$ cat src/rtl/core/idr_pkg.sv
// Package: item types, result codes and character helpers for the include directive recogniser.
`timescale 1ns / 1ps

package idr_pkg;

  // Result kinds
  localparam logic [1:0] KIND_NAME   = 2'd0;
  localparam logic [1:0] KIND_FOUND  = 2'd1;
  localparam logic [1:0] KIND_REJECT = 2'd2;

  localparam logic [7:0] CH_SPACE = 8'h20;
  localparam logic [7:0] CH_TAB   = 8'h09;
  localparam logic [7:0] CH_QUOTE = 8'h22;
  localparam logic [7:0] CH_UNDER = 8'h5F;

  localparam logic [3:0] INC_LEN  = 4'd7;
  localparam logic [3:0] BIN_LEN  = 4'd6;
  localparam logic [3:0] WLEN_MAX = 4'd15;

  typedef struct packed {
    logic [7:0] char_code;
    logic       line_end;
  } in_item_t;

  typedef struct packed {
    logic [1:0] kind;
    logic [7:0] name_byte;
    logic       parse_flag;
  } out_item_t;

  // Result of one scan step
  typedef struct packed {
    logic      valid;
    out_item_t item;
  } scan_res_t;

  function automatic logic is_blank(input logic [7:0] c);
    return (c == CH_SPACE) || (c == CH_TAB);
  endfunction

  function automatic logic is_letter(input logic [7:0] c);
    return ((c >= 8'h61) && (c <= 8'h7A)) || ((c >= 8'h41) && (c <= 8'h5A));
  endfunction

  function automatic logic is_digit(input logic [7:0] c);
    return (c >= 8'h30) && (c <= 8'h39);
  endfunction

  function automatic logic [7:0] to_lower(input logic [7:0] c);
    return ((c >= 8'h41) && (c <= 8'h5A)) ? (c + 8'd32) : c;
  endfunction

  // Letters of "include" by position
  function automatic logic [7:0] inc_char(input logic [2:0] idx);
    logic [7:0] ch;
    case (idx)
      3'd0:    ch = 8'h69; // i
      3'd1:    ch = 8'h6E; // n
      3'd2:    ch = 8'h63; // c
      3'd3:    ch = 8'h6C; // l
      3'd4:    ch = 8'h75; // u
      3'd5:    ch = 8'h64; // d
      3'd6:    ch = 8'h65; // e
      default: ch = 8'h00;
    endcase
    return ch;
  endfunction

  // Letters of "incbin" by position
  function automatic logic [7:0] bin_char(input logic [2:0] idx);
    logic [7:0] ch;
    case (idx)
      3'd0:    ch = 8'h69; // i
      3'd1:    ch = 8'h6E; // n
      3'd2:    ch = 8'h63; // c
      3'd3:    ch = 8'h62; // b
      3'd4:    ch = 8'h69; // i
      3'd5:    ch = 8'h6E; // n
      default: ch = 8'h00;
    endcase
    return ch;
  endfunction

endpackage

$ cat src/rtl/core/idr_scan.sv
// Line scanner: phase machine and word match state, one item per step.
`timescale 1ns / 1ps

module idr_scan
  import idr_pkg::*;
(
  input  logic      clk,
  input  logic      rst_n,
  input  logic      step,
  input  in_item_t  item,
  input  logic      syntax_mode,
  output scan_res_t res
);

  typedef enum logic [5:0] {
    PH_START = 6'b000001,
    PH_LEAD  = 6'b000010,
    PH_WORD  = 6'b000100,
    PH_GAP   = 6'b001000,
    PH_NAME  = 6'b010000,
    PH_DEAD  = 6'b100000
  } phase_t;

  phase_t     phase_r,   phase_nxt;
  logic [3:0] wlen_r,    wlen_nxt;
  logic       inc_ok_r,  inc_ok_nxt;
  logic       bin_ok_r,  bin_ok_nxt;
  logic       given_r,   given_nxt;

  logic [7:0] c;
  logic [7:0] lc;
  logic       take_inc_ok;
  logic       take_bin_ok;
  logic       take;

  assign c  = item.char_code;
  assign lc = to_lower(c);
  // Would the character keep each candidate word alive?
  assign take_inc_ok = (wlen_r < INC_LEN) && (inc_char(wlen_r[2:0]) == lc);
  assign take_bin_ok = (wlen_r < BIN_LEN) && (bin_char(wlen_r[2:0]) == lc);

  always_comb begin
    phase_nxt  = phase_r;
    wlen_nxt   = wlen_r;
    inc_ok_nxt = inc_ok_r;
    bin_ok_nxt = bin_ok_r;
    given_nxt  = given_r;
    take       = 1'b0;
    res        = '0;

    if (item.line_end) begin
      res.valid      = !given_r;
      res.item.kind  = KIND_REJECT;
      phase_nxt      = PH_START;
      wlen_nxt       = '0;
      inc_ok_nxt     = 1'b1;
      bin_ok_nxt     = 1'b1;
      given_nxt      = 1'b0;
    end else begin
      case (phase_r)
        PH_START: begin
          if (is_blank(c)) begin
            phase_nxt = PH_LEAD;
          end else if (((c == CH_UNDER) || is_letter(c)) && !syntax_mode) begin
            take      = 1'b1;
            phase_nxt = PH_WORD;
          end else begin
            phase_nxt = PH_DEAD;
          end
        end
        PH_LEAD: begin
          if (is_blank(c)) begin
            phase_nxt = PH_LEAD;
          end else if ((c == CH_UNDER) || is_letter(c)) begin
            take      = 1'b1;
            phase_nxt = PH_WORD;
          end else begin
            phase_nxt = PH_DEAD;
          end
        end
        PH_WORD: begin
          if (is_letter(c) || is_digit(c)) begin
            take = 1'b1;
          end else if (is_blank(c)) begin
            if (inc_ok_r && (wlen_r == INC_LEN)) begin
              bin_ok_nxt = 1'b0;
              phase_nxt  = PH_GAP;
            end else if (syntax_mode && bin_ok_r && (wlen_r == BIN_LEN)) begin
              inc_ok_nxt = 1'b0;
              phase_nxt  = PH_GAP;
            end else begin
              phase_nxt = PH_DEAD;
            end
          end else begin
            phase_nxt = PH_DEAD;
          end
        end
        PH_GAP: begin
          if (is_blank(c)) begin
            phase_nxt = PH_GAP;
          end else if (c == CH_QUOTE) begin
            phase_nxt = PH_NAME;
          end else begin
            phase_nxt = PH_DEAD;
          end
        end
        PH_NAME: begin
          res.valid = 1'b1;
          if (c == CH_QUOTE) begin
            res.item.kind       = KIND_FOUND;
            res.item.parse_flag = inc_ok_r;
            given_nxt           = 1'b1;
            phase_nxt           = PH_DEAD;
          end else begin
            res.item.kind      = KIND_NAME;
            res.item.name_byte = c;
          end
        end
        default: begin
          phase_nxt = PH_DEAD;
        end
      endcase

      if (take) begin
        inc_ok_nxt = inc_ok_r & take_inc_ok;
        bin_ok_nxt = bin_ok_r & take_bin_ok;
        if (wlen_r < WLEN_MAX) begin
          wlen_nxt = wlen_r + 4'd1;
        end
      end
    end
  end

  always_ff @(posedge clk) begin
    if (!rst_n) begin
      phase_r  <= PH_START;
      wlen_r   <= '0;
      inc_ok_r <= 1'b1;
      bin_ok_r <= 1'b1;
      given_r  <= 1'b0;
    end else if (step) begin
      phase_r  <= phase_nxt;
      wlen_r   <= wlen_nxt;
      inc_ok_r <= inc_ok_nxt;
      bin_ok_r <= bin_ok_nxt;
      given_r  <= given_nxt;
    end
  end

endmodule

$ cat src/rtl/core/include_directive_recognizer.sv
// Top level: input register, line scanner and result register of the recogniser.
//
// Usage: feed one source-line byte per item on the in_ channel (char_code, or
// line_end set to close the line). The out_ channel returns a name byte for
// each byte between the double quotes of an include directive, then a found
// item with parse_flag (1 include, 0 incbin) at the closing quote; a line
// that is not a directive returns one rejected item at its line end, and the
// receiver drops the name bytes it collected for that line.
// Write syntax_mode on the cfg_ channel only while the block is idle; cfg_ready
// is always high.
// Timing: an item accepted at an edge sits in the input register, is scanned
// there combinationally and, if it causes a result, lands in the result register
// at an edge on which that register is free. One item is taken every cycle
// while the result register is empty or being drained.
// Reset: rst_n low clears both registers' valid flags, puts the scanner at
// line start and sets syntax_mode to 0.
// Stall: while out_ready is low and a result waits, the input register holds
// its item; in_ready stays high as long as that register is empty.
`timescale 1ns / 1ps

module include_directive_recognizer
  import idr_pkg::*;
(
  input  logic      clk,
  input  logic      rst_n,
  // input channel
  input  logic      in_valid,
  output logic      in_ready,
  input  in_item_t  in_item,
  // result channel
  output logic      out_valid,
  input  logic      out_ready,
  output out_item_t out_item,
  // configuration channel
  input  logic      cfg_valid,
  output logic      cfg_ready,
  input  logic      cfg_data
);

  logic      mode_r;
  logic      in_valid_r;
  in_item_t  in_item_r;
  logic      out_valid_r;
  out_item_t out_item_r;

  logic      out_free;
  logic      step;
  scan_res_t res;

  // The result register can load when empty or being drained this cycle
  assign out_free = !out_valid_r || out_ready;
  // Advance the held item through the scanner when its result has a place
  assign step     = in_valid_r && out_free;
  assign in_ready = !in_valid_r || out_free;

  assign cfg_ready = 1'b1;
  assign out_valid = out_valid_r;
  assign out_item  = out_item_r;

  idr_scan u_scan (
    .clk         (clk),
    .rst_n       (rst_n),
    .step        (step),
    .item        (in_item_r),
    .syntax_mode (mode_r),
    .res         (res)
  );

  // Mode register
  always_ff @(posedge clk) begin
    if (!rst_n) begin
      mode_r <= 1'b0;
    end else if (cfg_valid && cfg_ready) begin
      mode_r <= cfg_data;
    end
  end

  // Input register: refill whenever it empties or its item advances
  always_ff @(posedge clk) begin
    if (!rst_n) begin
      in_valid_r <= 1'b0;
    end else if (in_ready) begin
      in_valid_r <= in_valid;
    end
  end

  always_ff @(posedge clk) begin
    if (in_valid && in_ready) begin
      in_item_r <= in_item;
    end
  end

  // Result register: hold while the receiver stalls
  always_ff @(posedge clk) begin
    if (!rst_n) begin
      out_valid_r <= 1'b0;
    end else if (out_free) begin
      out_valid_r <= step && res.valid;
    end
  end

  always_ff @(posedge clk) begin
    if (out_free) begin
      out_item_r <= res.item;
    end
  end

endmodule

$ cat config.mk
export PLATFORM = sky130hd
export DESIGN_NAME = include_directive_recognizer
export DESIGN_NICKNAME = d
export VERILOG_FILES = /design/src/rtl/core/idr_pkg.sv /design/src/rtl/core/idr_scan.sv /design/src/rtl/core/include_directive_recognizer.sv
export SDC_FILE = /design/constraint.sdc
export NUM_CORES = 1
export LEC_CHECK = 0
export BUFFER_PORTS_ARGS = -buffer_cell sky130_fd_sc_hd__buf_2
export CAP_MARGIN = 20
export CORE_MARGIN = 3
export CORE_UTILIZATION = 55
export DETAILED_ROUTE_END_ITERATION = 10
export MAX_ROUTING_LAYER = met4
export PLACE_DENSITY = 0.78
export SYNTH_ARGS = -nofsm -noshare
export SYNTH_HDL_FRONTEND = slang
export SYNTH_SLANG_ARGS = --single-unit
$ cat constraint.sdc
create_clock -name clk -period 3.13 [get_ports clk]
set_input_delay 0.4695 -clock clk [delete_from_list [all_inputs] [get_ports clk]]
set_output_delay 0.4695 -clock clk [all_outputs]
set_load 0.02 [all_outputs]
======== Yosys cells after proc, flatten, opt, wreduce, memory -nomap -nowiden ========
Index checks and enable logic that the tools add are counted.
word-level totals
  word-level logic and storage cells ...... 140
  register bits after elaboration ......... 36
  output and inout bits ................... 14
  input bits .............................. 15
cells by class
  muxes and demuxes ....................... 47
  $add $sub $neg .......................... 2
  equality and inequality tests ........... 23
  magnitude comparators ................... 9
  bitwise logic cells ..................... 4
  reductions and logical operators ........ 41
operator list
  operator                                                                           count
  6-bit two-way mux                                                                  12
  7-bit case mux with 7 select lines                                                 1
  6-bit case mux with 5 select lines                                                 1
  7-bit case mux with 4 select lines                                                 1
  1-bit two-way mux                                                                  24
  7-bit by 8-bit equality test with 1-bit output                                     2
  8-bit by 6-bit equality test with 1-bit output (second input constant)             2
  8-bit by 7-bit >= comparator with 1-bit output (second input constant)             2
  8-bit by 7-bit less-or-equal comparator with 1-bit output (second input constant)  2
  8-bit two-way mux                                                                  2
  1-bit logical AND                                                                  12
  12-bit two-way mux                                                                 1
  4-bit two-way mux                                                                  3
  3-bit nonzero test                                                                 4
  3-bit equality test (second input constant)                                        3
  3-bit inequality test (second input constant)                                      3
  3-bit AND reduction                                                                3
  8-bit by 6-bit adder with 8-bit output (second input constant)                     1
  4-bit by 3-bit equality test with 1-bit output (second input constant)             2
  8-bit by 4-bit equality test with 1-bit output (second input constant)             1
  8-bit by 7-bit equality test with 1-bit output (second input constant)             1
  8-bit by 6-bit >= comparator with 1-bit output (second input constant)             1
  8-bit by 6-bit less-or-equal comparator with 1-bit output (second input constant)  1
  4-bit by 3-bit < comparator with 1-bit output (second input constant)              2
  other kinds (22)                                                                   39

======== Depth between registers and ports, before layout ========
Gate-level depths: netlist of the first run.
  depth in word-level cells ............... 11
  depth in mapped cells ................... 9
  depth with buffers taken out ............ 9

======== Modules after synthesis ========
From an unflattened synthesis of the first run, not the netlist that was laid out.
unflattened totals
  cell total of the unflattened synthesis .. 252
  area, all modules ....................... 2,369.8 sq um
by module, submodules not included
  module                        cells each  instances  area an instance (sq um)  sequential area each (sq um)
  idr_scan                      215         1          1,612.8                   260.2
  include_directive_recognizer  37          1          757.0                     660.6

======== Worst setup path after synthesis of the first run ========
OpenSTA, ideal clock, no wires.
  kind .................................... register to register
  from .................................... register in_item_r[1] (netlist bit)
  to ...................................... register u_scan.bin_ok_r
  clock period less this slack ............ 2.360 ns
  setup slack ............................. 0.770 ns
  arrival time ............................ 2.240 ns
  library setup time ...................... 0.120 ns
  stages on the path, launching flop included .. 9
  required time ........................... 3.010 ns
  cell sequence ........................... edfxtp_1 -> buf_6 -> or4_4 -> o31ai_4 -> a22oi_2 -> o31a_1 -> o31ai_4 -> nand3_1 -> o31a_1
between the ends
  cells in the longest elaborated chain, start to end .. 11
  elaborated cells on any way between the ends .. 36
  those cells by class .................... add/sub: 1; order compare: 6; eq/ne: 5; mux: 10; bitwise: 1; reduce/logical: 13
RTL lines
  element                                                                           RTL line                            text
  from (decl)                                                                       include_directive_recognizer.sv:42  in_item_t in_item_r;
  from (signal assigned)                                                            include_directive_recognizer.sv:89  in_item_r <= in_item;
  8-bit by 7-bit >= comparator with 1-bit output (tied with other cells)            idr_pkg.sv:42                       return ((c >= 8'h61) && (c <= 8'h7A)) || ((c >= 8'h41) && (c <= 8'h5A));
  1-bit logical AND, on equally long branches                                       idr_pkg.sv:42, idr_pkg.sv:50
  1-bit logical OR                                                                  idr_pkg.sv:42
  1-bit logical OR                                                                  idr_scan.sv:64, idr_scan.sv:74
  1-bit logical AND                                                                 idr_scan.sv:64                      end else if (((c == CH_UNDER) || is_letter(c)) && !syntax_mode) begin
  1-bit two-way mux                                                                 idr_scan.sv:64
  1-bit two-way mux                                                                 idr_scan.sv:62                      if (is_blank(c)) begin
  1-bit case mux with 3 select lines                                                idr_scan.sv:60                      case (phase_r)
  1-bit two-way mux                                                                 idr_scan.sv:51                      if (item.line_end) begin
  3-bit inequality test (no source line) (tied with other cells)                    n/a
  5-bit AND reduction (no source line) / 1-bit two-way mux (equally long branches)  n/a
  to (signal assigned)                                                              idr_scan.sv:145                     bin_ok_r <= bin_ok_nxt;
  to (decl)                                                                         idr_scan.sv:27                      logic bin_ok_r, bin_ok_nxt;
Several ways; a longest one is shown, not always the timed one. The select of a mux whose other input is x is not followed.
A chain may end at the register's enable or synchronous reset.

======== Worst setup path after layout of the first run ========
  from .................................... register in_item_r[6] (netlist bit)
  to ...................................... register u_scan.wlen_r[1]
between the ends
  cells in the longest elaborated chain, start to end .. 11
  elaborated cells on any way between the ends .. 26
  those cells by class .................... order compare: 6; eq/ne: 3; mux: 7; reduce/logical: 10
RTL lines
  element                                                                                                                             RTL line                        text
  8-bit by 7-bit >= comparator with 1-bit output / 8-bit by 7-bit less-or-equal comparator with 1-bit output (equally long branches)  idr_pkg.sv:42
  1-bit logical AND                                                                                                                   idr_pkg.sv:42
  1-bit logical OR                                                                                                                    idr_pkg.sv:42
  1-bit logical OR                                                                                                                    idr_scan.sv:64, idr_scan.sv:74
  1-bit logical AND                                                                                                                   idr_scan.sv:64
  1-bit two-way mux                                                                                                                   idr_scan.sv:64
  1-bit two-way mux                                                                                                                   idr_scan.sv:62
  1-bit case mux with 3 select lines (*)                                                                                              idr_scan.sv:60
  1-bit two-way mux (*)                                                                                                               idr_scan.sv:51
  2-bit nonzero test (no source line) (*)                                                                                             n/a
  3-bit AND reduction (no source line) (*)                                                                                            n/a
  to (signal assigned)                                                                                                                idr_scan.sv:143                 wlen_r <= wlen_nxt;
  to (decl)                                                                                                                           idr_scan.sv:25                  logic [3:0] wlen_r, wlen_nxt;
Every way passes the cells marked *; elsewhere a longest branch is shown, timed or not. The select of a mux whose other input is x is not followed.

==> flow_summary.toml, run 1 <==
[outcome]
status = "complete, no violations"

[power_and_ir_drop]
p_int_uw = 754
power_mw = 1.02
p_clk_frac = 0.327
power_frac_seq = 0.541
combPwrFrac = 0.133
switchingPower_uw = 261
p_sw_frac = 0.257
peakVddDrop_uv = 261
static-leakage-power_nw = 0.970
powerDensity_nw_per_um2 = 408

[layout]
drive_above_1_share = 0.156
utilization = 0.655
num_antenna_cells = 0
syn_to_final_growth_pct = 10.1
n_fill_cell = 335
nets = 290

[routing]
vias_per_cell = 6.06
vias = 1921
routed_wl_um = 4830
drt-initial-drc-count = 205
dr.pass1.iters = 4
drc = 0
ant_nets = 0
wire_per_inst_um = 15.2

[timing]
max-slew-margin-rel = 0.623
setup_tns_ps = 0
final.setup.worst_slack_ps = 461
min_period_ps = 2670
finalCritPeriodShare = 0.853
setup_viol = 0
skew_ps = 6.98
rsz0062_at_grt = "false"
worst_slew_pin_slew_ps = 562
hold_violations = 0
drv_slew = 0
timing.fmax_ghz = 0.375

[worst_setup_path]
reg2reg_to = "u_scan.wlen_r[1]$_SDFFE_PN0P_"
reg2regPathDepth = 7
crit_cells = 7
slowest_stage = "edfxtp_1"
r2r-start = "in_item_r[6]$_DFFE_PP_"
critPathBufInv = 0
arrival_ps = 2890
max_stage_delay_ps = 650
critPathMaxFanout = 14
cp.required_ps = 3350
r2r_slack_ps = 460
path_class = "reg -> reg"
end_kind = "flop"
crit_chain = "or3b_2 -> a211oi_1 -> nor2_1 -> o31a_1 -> o31ai_4 -> o21ai_0 -> a21boi_1"
cp-start-kind = "flop"
cp_top_family = "compound AO/OA/AOI/OAI gates"

[clock_tree]
htree_levels = 2
cts-resized-gates = 0
post-cts-setup-buffers = 0
cts_tree = "built"
clock_sinks = 36
cts_made_buffers = 5
path_clk_slew_ps = 70
ctsRootBufferMaster = "clkbuf_8"
cts_hold_buf = 0
insertion_delay_ps = 280
clock_path_buffers = 2

[floorplan]
core_sq_um = 3800
fp.dieW_um = 70.1
rows = 22
die_y_um = 70.1
initial_core_util = 0.595
pin_count = 29
dieArea_sq_um = 4920

[placed_design]
io_buffers = 27
gp_congestion = 0.911
dp_hpwl_um = 3510
place_ws_ps = 526

[global_route]
use_met1 = 0.289
grt_pass1_vias = 1750
track_usage = 0.211
grt_max_degree = 16
busiest_layer = "met2"
grt-ovfl-total = 0
antenna_found_initial = 0
met2_usage = 0.296
use_met3 = 0.0590
grt_pass1_wl_um = 8160

[logic_synthesis]
syn_avg_cell_area_sq_um = 9.12
ys_seq_area_frac = 0.407
yosysTopAreaCell = "edfxtp_1"
syn_area_sq_um = 2260
synth_edf_count = 20
synth.net_count = 270
netlist_top_cells_area = "edfxtp_1 (27%), dfxtp_1 (14%), ha_1 (3.9%), nand2_1 (3.7%), nor2_1 (3.2%)"
synth_warnings = 0
synth_cells = 248
synth_seq_cells = 36
async_flop_share = 0
yosysUniqueCellTypes = 54
ys.flop_type = "edfxtp_1"
synth.top_cell.area_share = 0.266

[run]
cap_viol_max_count = 0

[worst_hold_path]
holdPathEnd = "in_item_r[5]$_DFFE_PP_"
hold_path_class = "in -> reg"
min-delay-start = "in_item[5]"
whs_path_depth = 1
-- cell families after synthesis --
family          Yosys count  synth area share
mux                       6            0.0266
buf+inv                  23            0.0437
other cells               1           0.00166
fa+ha+maj                 7            0.0387
flops                    36             0.407
simple gates            109             0.270
xor+xnor                  7            0.0271
compound gates           59             0.185
-- cell usage in the layout, fill, tap and decap left out, drive strengths merged, types with 4 or more instances in the layout --
cell    count
nor4        4
nor2       19
o31ai       4
buf        29
dfxtp      16
xnor2       4
a21oi      15
clkbuf      8
nor2b       9
and3        5
nor3b       7
mux2i       6
ha          7
nand3       7
edfxtp     20
nand2      22
inv         7
and2       11
o21ai      13
-- Yosys cell counts (all sizes together) (2+ instances only) --
library cell	number
or4	3
o22ai	2
buf	3
nand4b	2
nand4	3
nor4	4
o21ai	13
nand3b	3
inv	7
or3	3
and4b	2
ha	7
nand2	22
nand3	7
o211ai	3
and2	11
o2111ai	3
a211oi	3
nor2b	9
nor3b	7
a31oi	3
xnor2	4
mux2i	6
o31ai	4
nor2	19
a32oi	2
o31a	3
dfxtp	16
a21boi	2
edfxtp	20
nor4b	2
xor2	3
and3	5
a21oi	15
clkbuf	13
nor3	3
-- routing by layer --
layer	part of all wire	routed length [um]
met5	0	0
met4	0.018	87
met3	0.064	310
met2	0.45	2180
met1	0.47	2250
-- worst max path at each step --
stage,startpoint,to,slack (ps)
after detailed placement,in_item_r[6]$_DFFE_PP_,u_scan.bin_ok_r$_SDFFE_PN1P_,530
after global routing,in_item_r[6]$_DFFE_PP_,u_scan.wlen_r[2]$_SDFFE_PN0P_,280
after CTS,in_item_r[6]$_DFFE_PP_,u_scan.wlen_r[1]$_SDFFE_PN0P_,490
after global placement,in_item_r[6]$_DFFE_PP_,u_scan.wlen_r[0]$_SDFFE_PN0P_,560
final,in_item_r[6]$_DFFE_PP_,u_scan.wlen_r[1]$_SDFFE_PN0P_,460
after floorplan,in_item_r[1]$_DFFE_PP_,u_scan.bin_ok_r$_SDFFE_PN1P_,770
-- sequential cells by signal (all words and copies together) (netlist names) --
| name | cells |
|---|---|
| in_item_r | 9 |
| in_valid_r | 1 |
| mode_r | 1 |
| out_item | 11 |
| out_valid | 1 |
| u_scan.bin_ok_r | 1 |
| u_scan.given_r | 1 |
| u_scan.inc_ok_r | 1 |
| u_scan.phase_r | 6 |
| u_scan.wlen_r | 4 |
-- layout make-up --
class	count	area (sq um)	area share
multi-input combinational	189	1240	0.499
sequential	36	921	0.370
timing repair buffer	29	150	0.0603
clock buffer	8	90.1	0.0362
tap	48	60.1	0.0241
inverter	7	26.3	0.0106
-- power by group through the flow --
stage	clock network [mW]	logic [mW]	registers, mW
final	0.332	0.135	0.549
after CTS	0.340	0.134	0.548
after global placement	0	0.132	0.557
after global routing	0.361	0.150	0.553
after detailed placement	0	0.133	0.559
after floorplan	0	0.112	0.543
-- per-stage QoR --
stage	area, sq um	hold slack, ps	std cells
after global placement	2400	452	309
final	2490	359	317
after detailed placement	2400	459	309
after global routing	2490	347	317
after floorplan	2260	437	248
after CTS	2490	353	317
Power figures use the tool's default switching activity.
==> run 2, diff against run 1 <==
--- a/config.mk
+++ b/config.mk
@@ -10,8 +10,9 @@
 export CORE_MARGIN = 3
 export CORE_UTILIZATION = 55
 export DETAILED_ROUTE_END_ITERATION = 10
+export GPL_TIMING_DRIVEN = 1
 export MAX_ROUTING_LAYER = met4
-export PLACE_DENSITY = 0.78
+export PLACE_DENSITY = 0.76
 export SYNTH_ARGS = -nofsm -noshare
 export SYNTH_HDL_FRONTEND = slang
 export SYNTH_SLANG_ARGS = --single-unit
==> run 2 against run 1 <==
Setup slack got worse by 5.2 ps. Critical path type unchanged. Critical path depth is the same. Largest cell class unchanged. Total power hardly changed. Flip-flop and latch count stayed put. Critical endpoint unchanged. Via count is 1.6% lower. Count of clock-buffer cells in the layout unchanged.
==> flow_summary.toml, run 2 (synthesis results as in run 1) <==
[clock_tree]
clock_path_buffers = 2
ctsRootBufferMaster = "clkbuf_8"
post-cts-setup-buffers = 0
cts_made_buffers = 5
cts-resized-gates = 0
path_clk_slew_ps = 70
insertion_delay_ps = 290
cts_tree = "built"
cts_hold_buf = 0
clock_sinks = 36
htree_levels = 2

[routing]
ant_nets = 0
wire_per_inst_um = 14.8
drt-initial-drc-count = 117
dr.pass1.iters = 4
drc = 0
vias = 1891
routed_wl_um = 4690
vias_per_cell = 5.97

[global_route]
grt_max_degree = 16
grt_pass1_wl_um = 7800
track_usage = 0.204
grt_pass1_vias = 1678
grt-ovfl-total = 0
antenna_found_initial = 0

[worst_setup_path]
path_class = "reg -> reg"
cp-start-kind = "flop"
crit_chain = "or3b_2 -> a211oi_1 -> nor2_1 -> o31a_1 -> o31ai_4 -> o21ai_0 -> a21boi_1"
cp_top_family = "compound AO/OA/AOI/OAI gates"
critPathBufInv = 0
critPathMaxFanout = 14
slowest_stage = "edfxtp_1"
end_kind = "flop"
arrival_ps = 2890
cp.required_ps = 3350
max_stage_delay_ps = 640

[placed_design]
place_ws_ps = 513
place_area_sq_um = 2400
dp_hpwl_um = 3480
placed_cells = 309
gp_congestion = 0.919
io_buffers = 27

[timing]
drv_slew = 0
setup_tns_ps = 0
finalCritPeriodShare = 0.854
skew_ps = 5.57
worst_hold_slack_ps = 356
hold_violations = 0
min_period_ps = 2670
rsz0062_at_grt = "false"
worst_slew_pin_slew_ps = 584
final.setup.worst_slack_ps = 456
max-slew-margin-rel = 0.607
setup_viol = 0
timing.fmax_ghz = 0.374

[layout]
nets = 290
largest_register_ffs = 11
final_common_cell = "buf_2"
num_antenna_cells = 0
fin_area_sq_um = 2490
seqCellArea_sq_um = 921
utilization = 0.655
syn_to_final_growth_pct = 10.1
drive_above_1_share = 0.156
layout_common_cells = "buf_2 (27), nand2_1 (22), edfxtp_1 (20)"
n_fill_cell = 321
multi_input_area_sq_um = 1240
fin_cells = 317

[power_and_ir_drop]
static-leakage-power_nw = 0.970
powerDensity_nw_per_um2 = 408
peakVddDrop_uv = 359
power_mw = 1.01

[run]
cap_viol_max_count = 0

[floorplan]
rows = 22
core_sq_um = 3800
pin_count = 29
dieArea_sq_um = 4920
fp.dieW_um = 70.1
die_y_um = 70.1
initial_core_util = 0.595

[worst_hold_path]
hold_path_class = "in -> reg"

[outcome]
status = "complete, no violations"
[run 2: cell counts in the layout (fill, tap and decap cells not counted)]
Identical to the previous run, type by type.
[run 2: area by class of cell]
class                      instances  share of cell area
timing repair buffer              29              0.0603
clock buffer                       8              0.0362
multi-input combinational        189               0.499
tap                               48              0.0241
sequential                        36               0.370
inverter                           7              0.0106
[run 2: metal layers]
layer / share of wire / track usage / vias to the layer above / wire [um]
met5: 0 / - / - / 0
met1: 0.46 / 0.256 / 883 / 2180
met4: 0.014 / 0.0574 / 0 / 67
li1: - / - / 953 / -
met2: 0.47 / 0.317 / 48 / 2200
met3: 0.052 / 0.0676 / 7 / 245
[run 2: final timing paths]
kind	endpoint	depth (start not counted)	startpoint	slack (ps)
worst max-delay path	u_scan.wlen_r[1]$_SDFFE_PN0P_	7	in_item_r[6]$_DFFE_PP_	460
worst min-delay path	in_item_r[0]$_DFFE_PP_	1	in_item[0]	360
worst max register to register	u_scan.wlen_r[1]$_SDFFE_PN0P_	7	in_item_r[6]$_DFFE_PP_	460
worst min register to register	u_scan.given_r$_SDFFE_PN0P_	2	u_scan.given_r$_SDFFE_PN0P_	490
[run 2: power by group]
part	leakage, nW	total (mW)	internal [mW]	switching, mW
registers	0.350	0.548	0.517	0.0314
logic	0.575	0.134	0.0586	0.0756
clock network	0.0455	0.333	0.179	0.153
==> run 3, diff against run 2 <==
--- a/config.mk
+++ b/config.mk
@@ -13,6 +13,7 @@
 export GPL_TIMING_DRIVEN = 1
 export MAX_ROUTING_LAYER = met4
 export PLACE_DENSITY = 0.76
+export SETUP_SLACK_MARGIN = 0.5
 export SYNTH_ARGS = -nofsm -noshare
 export SYNTH_HDL_FRONTEND = slang
 export SYNTH_SLANG_ARGS = --single-unit
==> run 3 against run 2 <==
Wire length increased by 8.1%. Final area is 4.9% higher. Non-clock buffer count is 15 higher. Final cell count increased by 4.7%. Critical path depth unchanged. Setup slack improved by 190 ps. Register-to-register slack improved by 190 ps. Total power rose by 2.6%. First-iteration DRC count up 25%. Flip-flop and latch count unchanged. Via count is 5.9% higher. Worst hold slack got worse by 9.4 ps. Critical endpoint unchanged. Largest power group unchanged.
==> flow_summary.toml, run 3 (synthesis results as in run 1) <==
[timing]
skew_ps = 7.21
final.setup.worst_slack_ps = 646
worst_slew_pin_slew_ps = 558
setup_tns_ps = 0
finalCritPeriodShare = 0.794
hold_violations = 0
rsz0062_at_grt = "false"
timing.fmax_ghz = 0.403
drv_slew = 0
min_period_ps = 2480
max-slew-margin-rel = 0.625
setup_viol = 0

[routing]
routed_wl_um = 5070
vias_per_cell = 6.03
ant_nets = 0
drt-initial-drc-count = 146
vias = 2002
dr.pass1.iters = 4
drc = 0
wire_per_inst_um = 15.3

[worst_setup_path]
reg2regPathDepth = 7
cp-start-kind = "flop"
critPathMaxFanout = 14
end_kind = "flop"
cp.required_ps = 3360
arrival_ps = 2710
path_class = "reg -> reg"

[placed_design]
place_area_sq_um = 2400
dp_hpwl_um = 3480
place_ws_ps = 513
io_buffers = 27
gp_congestion = 0.919
placed_cells = 309

[layout]
fin_area_sq_um = 2610
drive_above_1_share = 0.201
largest_register_ffs = 11
layout_common_cells = "buf_2 (27), nand2_1 (22), edfxtp_1 (20)"
final_common_cell = "buf_2"
num_antenna_cells = 0
nets = 305
n_fill_cell = 309
fin_cells = 332
syn_to_final_growth_pct = 15.5

[clock_tree]
cts_made_buffers = 5
ctsRootBufferMaster = "clkbuf_8"
insertion_delay_ps = 300
path_clk_slew_ps = 70
clock_path_buffers = 2
clock_sinks = 36
cts_tree = "built"
htree_levels = 2

[power_and_ir_drop]
peakVddDrop_uv = 367
powerDensity_nw_per_um2 = 399
static-leakage-power_nw = 1.05

[floorplan]
pin_count = 29
dieArea_sq_um = 4920
rows = 22
core_sq_um = 3800
initial_core_util = 0.595
fp.dieW_um = 70.1
die_y_um = 70.1

[worst_hold_path]
hold_path_class = "in -> reg"
whs_path_depth = 1

[global_route]
antenna_found_initial = 0
grt-ovfl-total = 0
grt_pass1_vias = 1693
grt_max_degree = 16
grt_pass1_wl_um = 7910
track_usage = 0.207

[run]
cap_viol_max_count = 0

[outcome]
status = "complete, no violations"
[run 3: critical path, stage by stage, from the launching register on]
cell and delay [ps]:
edfxtp_1 600, or4_1 510, a211oi_2 350, nor2_1 90, o31a_1 190, o31ai_4 350
o21ai_0 160, a21boi_1 150
[run 3: cell type report]
class,instances,area (sq um),share of cell area
Multi-Input combinational cell,189,1250,0.477
Timing Repair Buffer,44,268,0.103
Inverter,7,26.3,0.0101
Tap cell,48,60.1,0.0230
Sequential cell,36,921,0.353
Clock buffer,8,90.1,0.0345
[run 3: where the power goes]
part	switching [mW]	total (mW)	internal, mW
Combinational	0.0866	0.158	0.0710
Sequential	0.0265	0.543	0.516
Clock	0.161	0.340	0.179
Total	0.274	1.04	0.767
[run 3: worst paths after layout]
kind / from / to / slack (ps)
setup / recovery: in_item_r[5]$_DFFE_PP_ / u_scan.wlen_r[1]$_SDFFE_PN0P_ / 650
hold / removal: in_item[1] / in_item_r[1]$_DFFE_PP_ / 350
setup reg to reg: in_item_r[5]$_DFFE_PP_ / u_scan.wlen_r[1]$_SDFFE_PN0P_ / 650
hold reg to reg: u_scan.given_r$_SDFFE_PN0P_ / u_scan.given_r$_SDFFE_PN0P_ / 480
[run 3: per-stage QoR]
| step | util | hold slack, ps | total power [mW] |
|---|---|---|---|
| global placement | 0.631 | 449 | 0.689 |
| detailed placement | 0.631 | 459 | 0.691 |
| finish | 0.687 | 346 | 1.04 |
| CTS | 0.662 | 352 | 1.02 |
| global route | 0.687 | 338 | 1.08 |
| floorplan | - | 437 | 0.655 |
[run 3: repair_timing]
item,4_1_cts,5_1_grt
hold buffers,0,0
endpoints found under the setup margin,3,9
resized for setup,1,0
buffers inserted,3,12
pin swaps,0,2
[run 3: metal layers]
| metal | GRT usage | share of wire |
|---|---|---|
| met4 | 0.0574 | 0.017 |
| met3 | 0.0676 | 0.074 |
| met5 | - | 0 |
| met1 | 0.262 | 0.44 |
| met2 | 0.320 | 0.47 |
